$ cat src/rtl/poav_pkg.sv
`timescale 1ns / 1ps

package poav_pkg;

    localparam int MAX_READINGS = 24;
    localparam int CORDIC_STEPS = 16;
    localparam int ATAN_ENTRIES = 24;

    localparam int COUNT_W    = $clog2(MAX_READINGS + 1);
    localparam int STEP_W     = $clog2(ATAN_ENTRIES);
    localparam int SUM_W      = 20;
    localparam int SQ_W       = 2 * SUM_W;
    localparam int CW         = 36;
    localparam int ZW         = 34;
    localparam int ANG_W      = 17;
    localparam int CFG_IDX_W  = 2;
    localparam int CFG_DATA_W = 16;

    localparam logic [15:0] GAIN_Q16 = 16'd39797;

    localparam logic signed [ZW-1:0] HALF_TURN = {{(ZW-32){1'b0}}, 1'b1, 31'b0};

    localparam logic [CFG_IDX_W-1:0] REG_HALF_ANGLE = 2'd0;
    localparam logic [CFG_IDX_W-1:0] REG_NEAR       = 2'd1;
    localparam logic [CFG_IDX_W-1:0] REG_SPEED      = 2'd2;

    localparam logic [31:0] ATAN_TABLE [ATAN_ENTRIES] = '{
        32'd536870912, 32'd316933406, 32'd167458907, 32'd85004756,
        32'd42667331,  32'd21354465,  32'd10679838,  32'd5340245,
        32'd2670163,   32'd1335087,   32'd667544,    32'd333772,
        32'd166886,    32'd83443,     32'd41722,     32'd20861,
        32'd10430,     32'd5215,      32'd2608,      32'd1304,
        32'd652,       32'd326,       32'd163,       32'd81
    };

    typedef struct packed {
        logic [12:0]        strength;
        logic signed [15:0] bearing;
        logic               last_reading;
    } reading_t;

    typedef struct packed {
        logic [15:0] left_speed;
        logic [15:0] right_speed;
    } steer_t;

    typedef struct packed {
        logic start;
        logic rotate;
    } cordic_cmd_t;

    typedef struct packed {
        logic                 done;
        logic signed [CW-1:0] x;
        logic signed [CW-1:0] y;
        logic signed [ZW-1:0] z;
    } cordic_res_t;

endpackage

$ cat src/rtl/poav_cordic.sv
`timescale 1ns / 1ps

module poav_cordic import poav_pkg::*;
(
    input  logic                 clk,
    input  logic                 rst_n,
    input  cordic_cmd_t          cmd,
    input  logic signed [CW-1:0] x_init,
    input  logic signed [CW-1:0] y_init,
    input  logic signed [ZW-1:0] z_init,
    output cordic_res_t          res
);

    logic signed [CW-1:0] x_reg, x_next;
    logic signed [CW-1:0] y_reg, y_next;
    logic signed [ZW-1:0] z_reg, z_next;
    logic                 rotate_reg, rotate_next;
    logic                 run_reg, run_next;
    logic                 done_reg, done_next;
    logic [STEP_W-1:0]    step_reg, step_next;

    logic signed [CW-1:0] dx;
    logic signed [CW-1:0] dy;
    logic signed [ZW-1:0] atan_z;
    logic                 pos_dir;
    logic                 last_step;

    assign dx        = y_reg >>> step_reg;
    assign dy        = x_reg >>> step_reg;
    assign atan_z    = signed'({{(ZW-32){1'b0}}, ATAN_TABLE[step_reg]});
    // rotation steers z to zero, vectoring steers y to zero
    assign pos_dir   = rotate_reg ? !z_reg[ZW-1] : y_reg[CW-1];
    assign last_step = (step_reg == STEP_W'(CORDIC_STEPS - 1));

    always_comb
    begin
        x_next      = x_reg;
        y_next      = y_reg;
        z_next      = z_reg;
        rotate_next = rotate_reg;
        run_next    = run_reg;
        done_next   = 1'b0;
        step_next   = step_reg;
        if (cmd.start)
        begin
            x_next      = x_init;
            y_next      = y_init;
            z_next      = z_init;
            rotate_next = cmd.rotate;
            run_next    = 1'b1;
            step_next   = '0;
        end
        else if (run_reg)
        begin
            if (pos_dir)
            begin
                x_next = x_reg - dx;
                y_next = y_reg + dy;
                z_next = z_reg - atan_z;
            end
            else
            begin
                x_next = x_reg + dx;
                y_next = y_reg - dy;
                z_next = z_reg + atan_z;
            end
            step_next = step_reg + 1'b1;
            if (last_step)
            begin
                run_next  = 1'b0;
                done_next = 1'b1;
            end
        end
    end

    always_ff @(posedge clk or negedge rst_n)
    begin
        if (!rst_n)
        begin
            rotate_reg <= 1'b0;
            run_reg    <= 1'b0;
            done_reg   <= 1'b0;
            step_reg   <= '0;
        end
        else
        begin
            rotate_reg <= rotate_next;
            run_reg    <= run_next;
            done_reg   <= done_next;
            step_reg   <= step_next;
        end
    end

    always_ff @(posedge clk)
    begin
        x_reg <= x_next;
        y_reg <= y_next;
        z_reg <= z_next;
    end

    assign res.done = done_reg;
    assign res.x    = x_reg;
    assign res.y    = y_reg;
    assign res.z    = z_reg;

endmodule

$ cat src/rtl/poav_sqr.sv
`timescale 1ns / 1ps

module poav_sqr import poav_pkg::*;
(
    input  logic              clk,
    input  logic              rst_n,
    input  logic              start,
    input  logic [SUM_W-1:0]  operand,
    output logic [SQ_W-1:0]   square,
    output logic              done
);

    localparam int BIT_W = $clog2(SUM_W);

    logic [SUM_W-1:0] mcand_reg, mcand_next;
    logic [SUM_W-1:0] hi_reg, hi_next;
    logic [SUM_W-1:0] lo_reg, lo_next;
    logic             run_reg, run_next;
    logic             done_reg, done_next;
    logic [BIT_W-1:0] bit_reg, bit_next;

    logic [SUM_W:0]   part_sum;

    // one multiplier bit per cycle, lsb first
    assign part_sum = {1'b0, hi_reg} + (lo_reg[0] ? {1'b0, mcand_reg} : '0);

    always_comb
    begin
        mcand_next = mcand_reg;
        hi_next    = hi_reg;
        lo_next    = lo_reg;
        run_next   = run_reg;
        done_next  = 1'b0;
        bit_next   = bit_reg;
        if (start)
        begin
            mcand_next = operand;
            hi_next    = '0;
            lo_next    = operand;
            run_next   = 1'b1;
            bit_next   = '0;
        end
        else if (run_reg)
        begin
            hi_next  = part_sum[SUM_W:1];
            lo_next  = {part_sum[0], lo_reg[SUM_W-1:1]};
            bit_next = bit_reg + 1'b1;
            if (bit_reg == BIT_W'(SUM_W - 1))
            begin
                run_next  = 1'b0;
                done_next = 1'b1;
            end
        end
    end

    always_ff @(posedge clk or negedge rst_n)
    begin
        if (!rst_n)
        begin
            run_reg  <= 1'b0;
            done_reg <= 1'b0;
            bit_reg  <= '0;
        end
        else
        begin
            run_reg  <= run_next;
            done_reg <= done_next;
            bit_reg  <= bit_next;
        end
    end

    always_ff @(posedge clk)
    begin
        mcand_reg <= mcand_next;
        hi_reg    <= hi_next;
        lo_reg    <= lo_next;
    end

    assign square = {hi_reg, lo_reg};
    assign done   = done_reg;

endmodule

$ cat src/rtl/proximity_obstacle_avoid_steer_core.sv
`timescale 1ns / 1ps
// a reading that is accumulated holds off the input through rotation and accumulation:
// no new reading is taken before it is through, set by the single iterative CORDIC unit
// a last reading gives its steering beat after rotation and accumulation, then the
// vectoring pass alongside three bit-serial squarers, then the decision
// an extra reading beyond the limit that is not last is taken without a stall and dropped
// reset is asynchronous: sums and count clear, registers load their defaults

module proximity_obstacle_avoid_steer_core import poav_pkg::*;
(
    input  logic                  clk,
    input  logic                  rst_n,
    input  logic                  reading_valid,
    output logic                  reading_stall,
    input  reading_t              reading,
    output logic                  steer_valid,
    input  logic                  steer_stall,
    output steer_t                steer,
    input  logic                  cfg_valid,
    output logic                  cfg_ready,
    input  logic [CFG_IDX_W-1:0]  cfg_index,
    input  logic [CFG_DATA_W-1:0] cfg_data
);

    localparam logic [2:0] S_IDLE = 3'd0;
    localparam logic [2:0] S_ROT  = 3'd1;
    localparam logic [2:0] S_ACC  = 3'd2;
    localparam logic [2:0] S_VST  = 3'd3;
    localparam logic [2:0] S_VEC  = 3'd4;
    localparam logic [2:0] S_CMP  = 3'd5;

    localparam int LIM_W = 13 + COUNT_W;

    logic [2:0]              state_reg, state_next;
    logic [14:0]             half_angle_reg;
    logic [12:0]             near_reg;
    logic [15:0]             speed_reg;
    logic signed [SUM_W-1:0] sum_x_reg, sum_x_next;
    logic signed [SUM_W-1:0] sum_y_reg, sum_y_next;
    logic [COUNT_W-1:0]      count_reg, count_next;
    logic                    last_reg, last_next;
    logic                    vdone_reg, vdone_next;
    logic                    sdone_reg, sdone_next;
    logic                    out_valid_reg, out_valid_next;
    steer_t                  out_reg, out_next;
    logic signed [SUM_W-1:0] vx_reg, vx_next;
    logic signed [SUM_W-1:0] vy_reg, vy_next;

    logic                    accept;
    logic                    room;
    logic                    wrap;
    logic signed [15:0]      bearing_adj;
    logic [28:0]             scaled;
    logic signed [CW-1:0]    scaled_s;
    logic signed [CW-1:0]    rot_x;
    logic signed [ZW-1:0]    rot_z;
    logic signed [CW-1:0]    sx_wide;
    logic signed [CW-1:0]    sy_wide;
    logic signed [CW-1:0]    vec_x;
    logic signed [CW-1:0]    vec_y;
    logic signed [ZW-1:0]    vec_z;
    logic signed [CW-1:0]    x_init;
    logic signed [CW-1:0]    y_init;
    logic signed [ZW-1:0]    z_init;
    cordic_cmd_t             ccmd;
    cordic_res_t             cres;
    logic signed [CW-1:0]    rnd_x;
    logic signed [CW-1:0]    rnd_y;
    logic                    sq_start;
    logic [SUM_W-1:0]        mag_x;
    logic [SUM_W-1:0]        mag_y;
    logic [LIM_W-1:0]        lim_prod;
    logic [SQ_W-1:0]         sq_x;
    logic [SQ_W-1:0]         sq_y;
    logic [SQ_W-1:0]         sq_lim;
    logic                    sq_done;
    logic                    sqy_done;
    logic                    sql_done;
    logic [SQ_W:0]           len2;
    logic signed [ZW-1:0]    z_round;
    logic signed [ZW-1:0]    z_shift;
    logic signed [ANG_W-1:0] ang;
    logic signed [ANG_W-1:0] alpha;
    logic                    straight;
    logic                    positive;
    logic                    out_free;

    assign reading_stall = (state_reg != S_IDLE);
    assign accept        = reading_valid && !reading_stall;
    assign room          = (count_reg < COUNT_W'(MAX_READINGS));

    // rotation start: fold the bearing into the right half plane
    assign wrap        = (reading.bearing > 16'sd16384) || (reading.bearing < -16'sd16384);
    assign bearing_adj = wrap ? {~reading.bearing[15], reading.bearing[14:0]}
                              : reading.bearing;
    assign scaled      = 29'(reading.strength) * 29'(GAIN_Q16);
    assign scaled_s    = signed'({{(CW-29){1'b0}}, scaled});
    assign rot_x       = wrap ? -scaled_s : scaled_s;
    assign rot_z       = {{(ZW-32){bearing_adj[15]}}, bearing_adj, 16'b0};

    // vectoring start: sums scaled by 2^14, left half plane mirrored
    assign sx_wide = {{(CW-SUM_W-14){sum_x_reg[SUM_W-1]}}, sum_x_reg, 14'b0};
    assign sy_wide = {{(CW-SUM_W-14){sum_y_reg[SUM_W-1]}}, sum_y_reg, 14'b0};
    assign vec_x   = sum_x_reg[SUM_W-1] ? -sx_wide : sx_wide;
    assign vec_y   = sum_x_reg[SUM_W-1] ? -sy_wide : sy_wide;
    assign vec_z   = !sum_x_reg[SUM_W-1] ? '0
                   : (sum_y_reg > 0) ? HALF_TURN : -HALF_TURN;

    assign x_init = (state_reg == S_VST) ? vec_x : rot_x;
    assign y_init = (state_reg == S_VST) ? vec_y : '0;
    assign z_init = (state_reg == S_VST) ? vec_z : rot_z;

    assign ccmd.start  = (accept && room) || (state_reg == S_VST);
    assign ccmd.rotate = (state_reg == S_IDLE);

    poav_cordic u_cordic
    (
        .clk    (clk),
        .rst_n  (rst_n),
        .cmd    (ccmd),
        .x_init (x_init),
        .y_init (y_init),
        .z_init (z_init),
        .res    (cres)
    );

    // round half away from zero to q1.12
    assign rnd_x = cres.x + {{(CW-16){1'b0}}, (cres.x[CW-1] ? 16'h7FFF : 16'h8000)};
    assign rnd_y = cres.y + {{(CW-16){1'b0}}, (cres.y[CW-1] ? 16'h7FFF : 16'h8000)};

    assign sq_start = (state_reg == S_VST);
    assign mag_x    = sum_x_reg[SUM_W-1] ? unsigned'(-sum_x_reg) : unsigned'(sum_x_reg);
    assign mag_y    = sum_y_reg[SUM_W-1] ? unsigned'(-sum_y_reg) : unsigned'(sum_y_reg);
    assign lim_prod = LIM_W'(near_reg) * LIM_W'(count_reg);

    poav_sqr u_sqr_x
    (
        .clk     (clk),
        .rst_n   (rst_n),
        .start   (sq_start),
        .operand (mag_x),
        .square  (sq_x),
        .done    (sq_done)
    );

    poav_sqr u_sqr_y
    (
        .clk     (clk),
        .rst_n   (rst_n),
        .start   (sq_start),
        .operand (mag_y),
        .square  (sq_y),
        .done    (sqy_done)
    );

    poav_sqr u_sqr_lim
    (
        .clk     (clk),
        .rst_n   (rst_n),
        .start   (sq_start),
        .operand (SUM_W'(lim_prod)),
        .square  (sq_lim),
        .done    (sql_done)
    );

    // decision
    assign len2     = {1'b0, sq_x} + {1'b0, sq_y};
    assign z_round  = cres.z + {{(ZW-16){1'b0}}, 16'h8000};
    assign z_shift  = z_round >>> 16;
    assign ang      = (sum_y_reg == '0) ? (sum_x_reg[SUM_W-1] ? 17'sd32768 : 17'sd0)
                                        : z_shift[ANG_W-1:0];
    assign alpha    = signed'({2'b00, half_angle_reg});
    assign straight = (ang >= -alpha) && (ang <= alpha) && (len2 < {1'b0, sq_lim});
    assign positive = (ang > 0);
    assign out_free = !out_valid_reg || !steer_stall;

    always_comb
    begin
        state_next     = state_reg;
        sum_x_next     = sum_x_reg;
        sum_y_next     = sum_y_reg;
        count_next     = count_reg;
        last_next      = last_reg;
        vdone_next     = vdone_reg;
        sdone_next     = sdone_reg;
        out_valid_next = out_valid_reg;
        out_next       = out_reg;
        vx_next        = vx_reg;
        vy_next        = vy_reg;
        if (out_valid_reg && !steer_stall)
        begin
            out_valid_next = 1'b0;
        end
        case (state_reg)
            S_IDLE:
            begin
                if (accept)
                begin
                    last_next = reading.last_reading;
                    if (room)
                    begin
                        state_next = S_ROT;
                    end
                    else if (reading.last_reading)
                    begin
                        state_next = S_VST;
                    end
                end
            end
            S_ROT:
            begin
                if (cres.done)
                begin
                    vx_next    = rnd_x[SUM_W+15:16];
                    vy_next    = rnd_y[SUM_W+15:16];
                    state_next = S_ACC;
                end
            end
            S_ACC:
            begin
                sum_x_next = sum_x_reg + vx_reg;
                sum_y_next = sum_y_reg + vy_reg;
                count_next = count_reg + 1'b1;
                state_next = last_reg ? S_VST : S_IDLE;
            end
            S_VST:
            begin
                vdone_next = 1'b0;
                sdone_next = 1'b0;
                state_next = S_VEC;
            end
            S_VEC:
            begin
                if (cres.done)
                begin
                    vdone_next = 1'b1;
                end
                if (sq_done && sqy_done && sql_done)
                begin
                    sdone_next = 1'b1;
                end
                if (vdone_reg && sdone_reg)
                begin
                    state_next = S_CMP;
                end
            end
            S_CMP:
            begin
                if (out_free)
                begin
                    out_valid_next       = 1'b1;
                    out_next.left_speed  = (straight || positive) ? speed_reg : 16'd0;
                    out_next.right_speed = (straight || !positive) ? speed_reg : 16'd0;
                    sum_x_next           = '0;
                    sum_y_next           = '0;
                    count_next           = '0;
                    state_next           = S_IDLE;
                end
            end
            default:
            begin
                state_next = S_IDLE;
            end
        endcase
    end

    always_ff @(posedge clk or negedge rst_n)
    begin
        if (!rst_n)
        begin
            state_reg     <= S_IDLE;
            sum_x_reg     <= '0;
            sum_y_reg     <= '0;
            count_reg     <= '0;
            last_reg      <= 1'b0;
            vdone_reg     <= 1'b0;
            sdone_reg     <= 1'b0;
            out_valid_reg <= 1'b0;
        end
        else
        begin
            state_reg     <= state_next;
            sum_x_reg     <= sum_x_next;
            sum_y_reg     <= sum_y_next;
            count_reg     <= count_next;
            last_reg      <= last_next;
            vdone_reg     <= vdone_next;
            sdone_reg     <= sdone_next;
            out_valid_reg <= out_valid_next;
        end
    end

    always_ff @(posedge clk)
    begin
        out_reg <= out_next;
        vx_reg  <= vx_next;
        vy_reg  <= vy_next;
    end

    // configuration registers
    assign cfg_ready = 1'b1;

    always_ff @(posedge clk or negedge rst_n)
    begin
        if (!rst_n)
        begin
            half_angle_reg <= 15'd1820;
            near_reg       <= 13'd2048;
            speed_reg      <= 16'd640;
        end
        else if (cfg_valid && cfg_ready)
        begin
            case (cfg_index)
                REG_HALF_ANGLE: half_angle_reg <= cfg_data[14:0];
                REG_NEAR:       near_reg       <= cfg_data[12:0];
                REG_SPEED:      speed_reg      <= cfg_data;
                default:        ;
            endcase
        end
    end

    assign steer_valid = out_valid_reg;
    assign steer       = out_reg;

endmodule

$ cat config.mk
export PLATFORM = sky130hd
export DESIGN_NAME = proximity_obstacle_avoid_steer_core
export DESIGN_NICKNAME = d
export VERILOG_FILES = /design/src/rtl/poav_pkg.sv /design/src/rtl/poav_cordic.sv /design/src/rtl/poav_sqr.sv /design/src/rtl/proximity_obstacle_avoid_steer_core.sv
export SDC_FILE = /design/constraint.sdc
export NUM_CORES = 2
export LEC_CHECK = 0
export BUFFER_PORTS_ARGS = -buffer_cell sky130_fd_sc_hd__buf_2
export CORE_ASPECT_RATIO = 0.7
export CORE_MARGIN = 2
export CORE_UTILIZATION = 30
export DETAILED_ROUTE_END_ITERATION = 16
export GPL_ROUTABILITY_DRIVEN = 0
export MAX_ROUTING_LAYER = met4
export PLACE_DENSITY = 0.57
export SLEW_MARGIN = 0
export SYNTH_ARGS = -nofsm -noshare
export SYNTH_HDL_FRONTEND = slang
export SYNTH_SLANG_ARGS = --single-unit
export TNS_END_PERCENT = 1
$ cat constraint.sdc
create_clock -name clk -period 6.7 [get_ports clk]
set_clock_uncertainty 0.05 [all_clocks]
set_input_delay 1.005 -clock clk [delete_from_list [all_inputs] [get_ports clk]]
set_output_delay 1.005 -clock clk [all_outputs]
set_load 0.02 [all_outputs]
## After elaboration in Yosys (flattened, before gate mapping)

Memories as Yosys holds them, arrays and structs flattened.
Index checks and enable logic that the tools add are counted.

- Memories: 1
- Memory bits (read-only): 1024
- Input bits: 53
- Register bits: 481

Memory list:

| name | words | bits a word | read ports | clocked after Yosys merged registers in | write ports | RTL line | source |
|---|---|---|---|---|---|---|---|
| (name not given) | 32 | 32 | 1 | 0 | 0 | poav_cordic.sv:30 | `assign atan_z = signed'({{(ZW-32){1'b0}}, ATAN_TABLE[step_reg]});` |

- Eq/ne operators: 18
- Mux-type cells: 88
- Magnitude comparators: 9
- Reduce and logical (&&, ||, !) cells: 38
- Bitwise logic cells: 2
- Add/sub/neg operators: 26
- Multipliers: 2
- Shift operators: 2

Operators by type and width:

| operator | number |
|---|---|
| $mux 36 | 11 |
| $mux 34 | 6 |
| $mux 20 | 9 |
| $pmux 20 s2 | 2 |
| $add 36x16->36 | 2 |
| $add 36x36->36 | 2 |
| $neg 34->36 | 2 |
| $sshr 36x5->36 | 2 |
| $sub 36x36->36 | 2 |
| $mux 16 | 4 |
| $mux 32 | 2 |
| $mux 18 | 3 |
| $mux 5 | 9 |
| $add 20x21->21 | 2 |
| $add 40x40->41 | 1 |
| $lt 41x40->1 | 1 |
| $add 20x20->20 | 2 |
| $neg 20->20 | 2 |
| $neg 29->36 | 1 |
| $add 34x33->34 | 1 |
| $sub 34x33->34 | 1 |
| $add 33x16->33 const B | 1 |
| $mux 1 | 30 |
| $mul 13x16->29 const B | 1 |
| other kinds (40) | 86 |

## Logic depth before layout (Yosys ltp)

- Word-level depth: 8
- Depth in mapped cells: 32
- Depth with buffers taken out: 25

## By module

From an unflattened synthesis, not the netlist that was laid out.

- Cell total of the unflattened synthesis: 5641
- Area, all modules: 50408.3 um2

By module, submodules not included:

| module | cells each | area each (um2) | times used |
|---|---|---|---|
| proximity_obstacle_avoid_steer_core | 2529 | 21729.6 | 1 |
| poav_cordic | 2113 | 17830.9 | 1 |
| poav_sqr | 333 | 3616.0 | 3 |

## Worst setup path after synthesis

OpenSTA, ideal clock, no wires.

- Kind: input to register
- Start: input reading[25] in the netlist's numbering
- End: register u_cordic.x_reg[32] (data pin)
- Buffers on the path: 1
- Setup time: 0.262 ns
- Stages: 21
- Path slack: -0.349 ns
- Data arrival time: 6.737 ns
- Cells stage by stage: fa_1 -> inv_1 -> fa_1 -> inv_1 -> fa_1 -> fa_1 -> inv_1 -> fa_1 -> inv_1 -> ha_1 -> clkbuf_1 -> a21oi_1 -> o211ai_1 -> o31a_1 -> o41ai_1 -> xnor2_1 -> nor4_1 -> nand4_1 -> nor4_1 -> a21oi_1 -> or2_2

- Longest elaborated chain between the ends: 5

Ends and longest elaborated chain:

| item | RTL line | source |
|---|---|---|
| from (decl) | proximity_obstacle_avoid_steer_core.sv:15 | `input reading_t reading,` |
| $mul 13x16->29 | proximity_obstacle_avoid_steer_core.sv:96 | `assign scaled = 29'(reading.strength) * 29'(GAIN_Q16);` |
| $neg 29->36 | proximity_obstacle_avoid_steer_core.sv:98 | `assign rot_x = wrap ? -scaled_s : scaled_s;` |
| $mux 36 | proximity_obstacle_avoid_steer_core.sv:98 |  |
| $mux 36 | proximity_obstacle_avoid_steer_core.sv:109 | `assign x_init = (state_reg == S_VST) ? vec_x : rot_x;` |
| $mux 36 | poav_cordic.sv:44 | `if (cmd.start)` |
| named net u_cordic.x_next[32] | poav_cordic.sv:14 | `logic signed [CW-1:0] x_reg, x_next;` |
| to (signal assigned) | poav_cordic.sv:96 | `x_reg <= x_next;` |
| to (decl) | poav_cordic.sv:14 |  |

The timed path passes the listed nets, and every way through them passes these cells.
A chain may end at the register's enable or synchronous reset.

## Worst setup path after layout

- Start: register u_cordic.step_reg[1]
- End: register u_cordic.x_reg[32] (data pin)

- Longest elaborated chain between the ends: 5
- Elaborated cells between the ends (all ways): 6

Ends and longest elaborated chain:

| item | RTL line | source |
|---|---|---|
| from (decl) | poav_cordic.sv:20 | `logic [STEP_W-1:0] step_reg, step_next;` |
| from (signal assigned) | poav_cordic.sv:90 | `step_reg <= step_next;` |
| $sshr 36x5->36 (*) | poav_cordic.sv:28 | `assign dx = y_reg >>> step_reg;` |
| $add 36x36->36 / $sub 36x36->36 (equally long branches) | poav_cordic.sv:63, poav_cordic.sv:57 |  |
| $mux 36 (*) | poav_cordic.sv:55 | `if (pos_dir)` |
| $mux 36 (*) | poav_cordic.sv:53 | `else if (run_reg)` |
| $mux 36 (*) | poav_cordic.sv:44 |  |
| named net u_cordic.x_next[32] | poav_cordic.sv:14 |  |

Mark *: on every way through the listed nets, which the timed path passes. The rest lies on a longest branch. The select of a mux whose other input is x is not followed.

==> impl_metrics.csv <==
group,metric,value,unit
final_layout,postLayoutCoreUtil,0.354,
synth,synthFlopType,"edfxtp_1",
placed_design,port_buffers,86,
worst_setup_path,required,7.07,ns
timing,worst_pin_slew,1.21,ns
cts,cts_root_buf,"clkbuf_16",
floorplanning,die-area,0.166,mm^2
run_status,status,"completed",
global_routing,grt_start_max_net_pins,66,
cts,numCtsBuffers,54,
global_routing,grt_pass1_wl,254000,um
detailed_routing,vias_per_cell,5.46,
global_routing,grt.busiest_layer,"met1",
global_routing,grt_usage,0.201,
synth,synth_area,0.0489,mm^2
synth,synth.distinct_cells,111,
floorplanning,ios,88,
detailed_routing,wirelength,167000,um
synth,synth_nets,6074,
cts,cts_tree,"yes",
synth,seq_area_frac_synth,0.270,
final_layout,drive_gt1_frac,0.165,
worst_setup_path,arrival,6.98,ns
final_layout,fillers,16400,
timing,final-setup-viol-count,0,
timing,hold_violations,0,
synth,syn_inst,5430,
floorplanning,start_util,0.303,
timing,drv_slew,0,
synth,avgSynthCellArea,9.00,um^2
global_routing,first_global_vias,41200,
detailed_routing,drt-initial-drc-count,5139,
timing,period_share,0.986,
timing,period_needed,6.61,ns
global_routing,grt_use_met3,0.0535,
timing,maxSlewHeadroom,0.194,
timing,rsz0062_at_grt,"yes",
worst_setup_path,startpoint_type,"flop",
cts,cts_max_level,2,
synth,ys.warnings.count,0,
final_layout,fin_nets,6486,
detailed_routing,drtAntennaViolNets,0,
synth,ys_seq_elements,481,
global_routing,met2_usage,0.260,
worst_setup_path,worstPathMaxFanout,15,
cts,cts_max_path_buffers,3,
floorplanning,rows,123,
floorplanning,core,0.161,mm^2
global_routing,grt_antenna_before_repair,6,
detailed_routing,drc,0,
synth,synth_edf_count,294,
detailed_routing,drtPass1Iterations,13,
floorplanning,die-width,487,um
worst_hold_path,worstHoldPathType,"in2async",
global_routing,met1_usage,0.308,
timing,timing.fmax,151,MHz
worst_setup_path,worstSetupPathType,"reg2reg",
cts,clkLatencyLatePin,0.67,ns
final_layout,fin_cells,8019,
flow_run,drv_cap,0,
synth,async_flop_share,0.260,
detailed_routing,route.vias.total,43800,
detailed_routing,wl_per_cell,20.8,um
global_routing,grt_overflow,0,
worst_setup_path,endpoint_kind,"flop",
final_layout,final_cell_mix,"529 x nand2_1, 505 x buf_4, 472 x ha_1",
final_layout,final_common_cell,"nand2_1",
floorplanning,die_h,342,um
placed_design,hpwlAfterDp,132000,um
final_layout,syn2layout_area_growth,16.8,%
placed_design,dp_cells,7908,
cts,clock_sinks,481,
cts,clk_pin_slew,0.07,ns
cts,cts_hold_buf,0,
[metal layers]
metal | routed length [um] | share of wire | up-vias
met5 | 0 | 0 | -
met4 | 2780 | 0.017 | 0
met3 | 18500 | 0.11 | 195
met2 | 62900 | 0.38 | 1875
met1 | 82500 | 0.50 | 21200
li1 | - | - | 20500
[cell usage after synthesis, drive strengths merged (44+ instances only)]
library cell,n,share of area
and3,49,0.0064
a211oi,60,0.0092
mux2,87,0.020
a31oi,58,0.0074
a21o,116,0.018
clkbuf,164,0.013
nand4,49,0.0069
nand3,135,0.014
nand2b,67,0.0086
o22ai,85,0.011
nand2,531,0.041
a21oi,343,0.035
xor2,188,0.034
nor2,413,0.032
inv,342,0.026
buf,91,0.013
o21a,44,0.0068
and2,127,0.016
nor3,111,0.012
dfrtp,116,0.059
mux4,80,0.038
o21ai,260,0.027
edfxtp,294,0.18
xnor2,282,0.051
dfxtp,62,0.025
fa,119,0.049
ha,472,0.12
nor2b,66,0.0084
mux2i,107,0.022
[critical path, stage by stage, from the launching register on]
cell and delay, ns:
dfrtp_4 0.54, buf_12 0.18, inv_1 0.22, buf_6 0.23
mux4_2 0.61, a32o_1 0.24, a211oi_1 0.30, buf_4 0.21
buf_4 0.13, and3_1 0.21, a21oi_1 0.09, xor2_1 0.24
ha_1 0.30, o211ai_1 0.21, a21boi_0 0.14, o22ai_1 0.21
o21ai_0 0.12, buf_4 0.15, o41a_1 0.36, a31oi_2 0.35
o311ai_0 0.22, buf_4 0.17, o211ai_1 0.13, xor2_1 0.16
o21ai_0 0.20, or2_2 0.35
[repair_timing]
item,4_1_cts,5_1_grt
gates resized for setup,1,26
pin swaps,0,2
setup endpoints to repair,1,39
buffers inserted,0,3
[logic make-up after synthesis]
family	Yosys count	share of synthesized area
DFF	481	0.270
xor gates and xnor gates	470	0.0842
adders and majority gates	591	0.169
other	1	0.0000767
muxes	274	0.0801
buffers and inverters	600	0.0527
and+or+nand+nor	1698	0.167
AOI/OAI and AO/OA	1315	0.176
[final cells by class]
cell class	instances	area, um^2	share of cell area
antenna	6	15.0	0.000263
timing repair buffer	611	4620	0.0810
clock inverter	36	467	0.00817
multi-input combinational	4349	33300	0.583
clock buffer	66	1490	0.0261
sequential	481	13200	0.232
inverter	345	1300	0.0228
tap	2125	2660	0.0466
[final timing paths]
| check | depth (start not counted) | start | slack [ns] | endpoint |
|---|---|---|---|---|
| worst max register to register | 25 | u_cordic.step_reg[1]$_DFFE_PN0P_ | 0.09 | u_cordic.x_reg[32]$_DFFE_PP_ |
| max in group asynchronous | 2 | rst_n | 4.96 | half_angle_reg[0]$_DFFE_PN0P_ |
| worst min register to register | 2 | u_cordic.rotate_reg$_DFFE_PN0N_ | 0.44 | u_cordic.rotate_reg$_DFFE_PN0N_ |
| min in group clk | 2 | u_cordic.rotate_reg$_DFFE_PN0N_ | 0.44 | u_cordic.rotate_reg$_DFFE_PN0N_ |
| worst max-delay path | 25 | u_cordic.step_reg[1]$_DFFE_PN0P_ | 0.09 | u_cordic.x_reg[32]$_DFFE_PP_ |
| worst min-delay path | 1 | rst_n | 0.35 | u_sqr_x.bit_reg[0]$_DFFE_PN0P_ |
[through the flow]
stage	setup slack (ns)	setup TNS (ns)	instance area, um^2	hold slack (ns)
2_1_floorplan	-0.0115	-0.0115	48900	0.406
3_3_place_gp	-0.456	-4.97	55000	0.418
3_5_place_dp	-0.576	-6.96	55000	0.428
4_1_cts	0.0435	0	56900	0.341
5_1_grt	-0.107	-0.276	57100	0.390
6_report	0.0911	0	57100	0.350
Power is not shown: default switching activity piles up to over one toggle a cycle in this logic, so the estimate is an artifact.
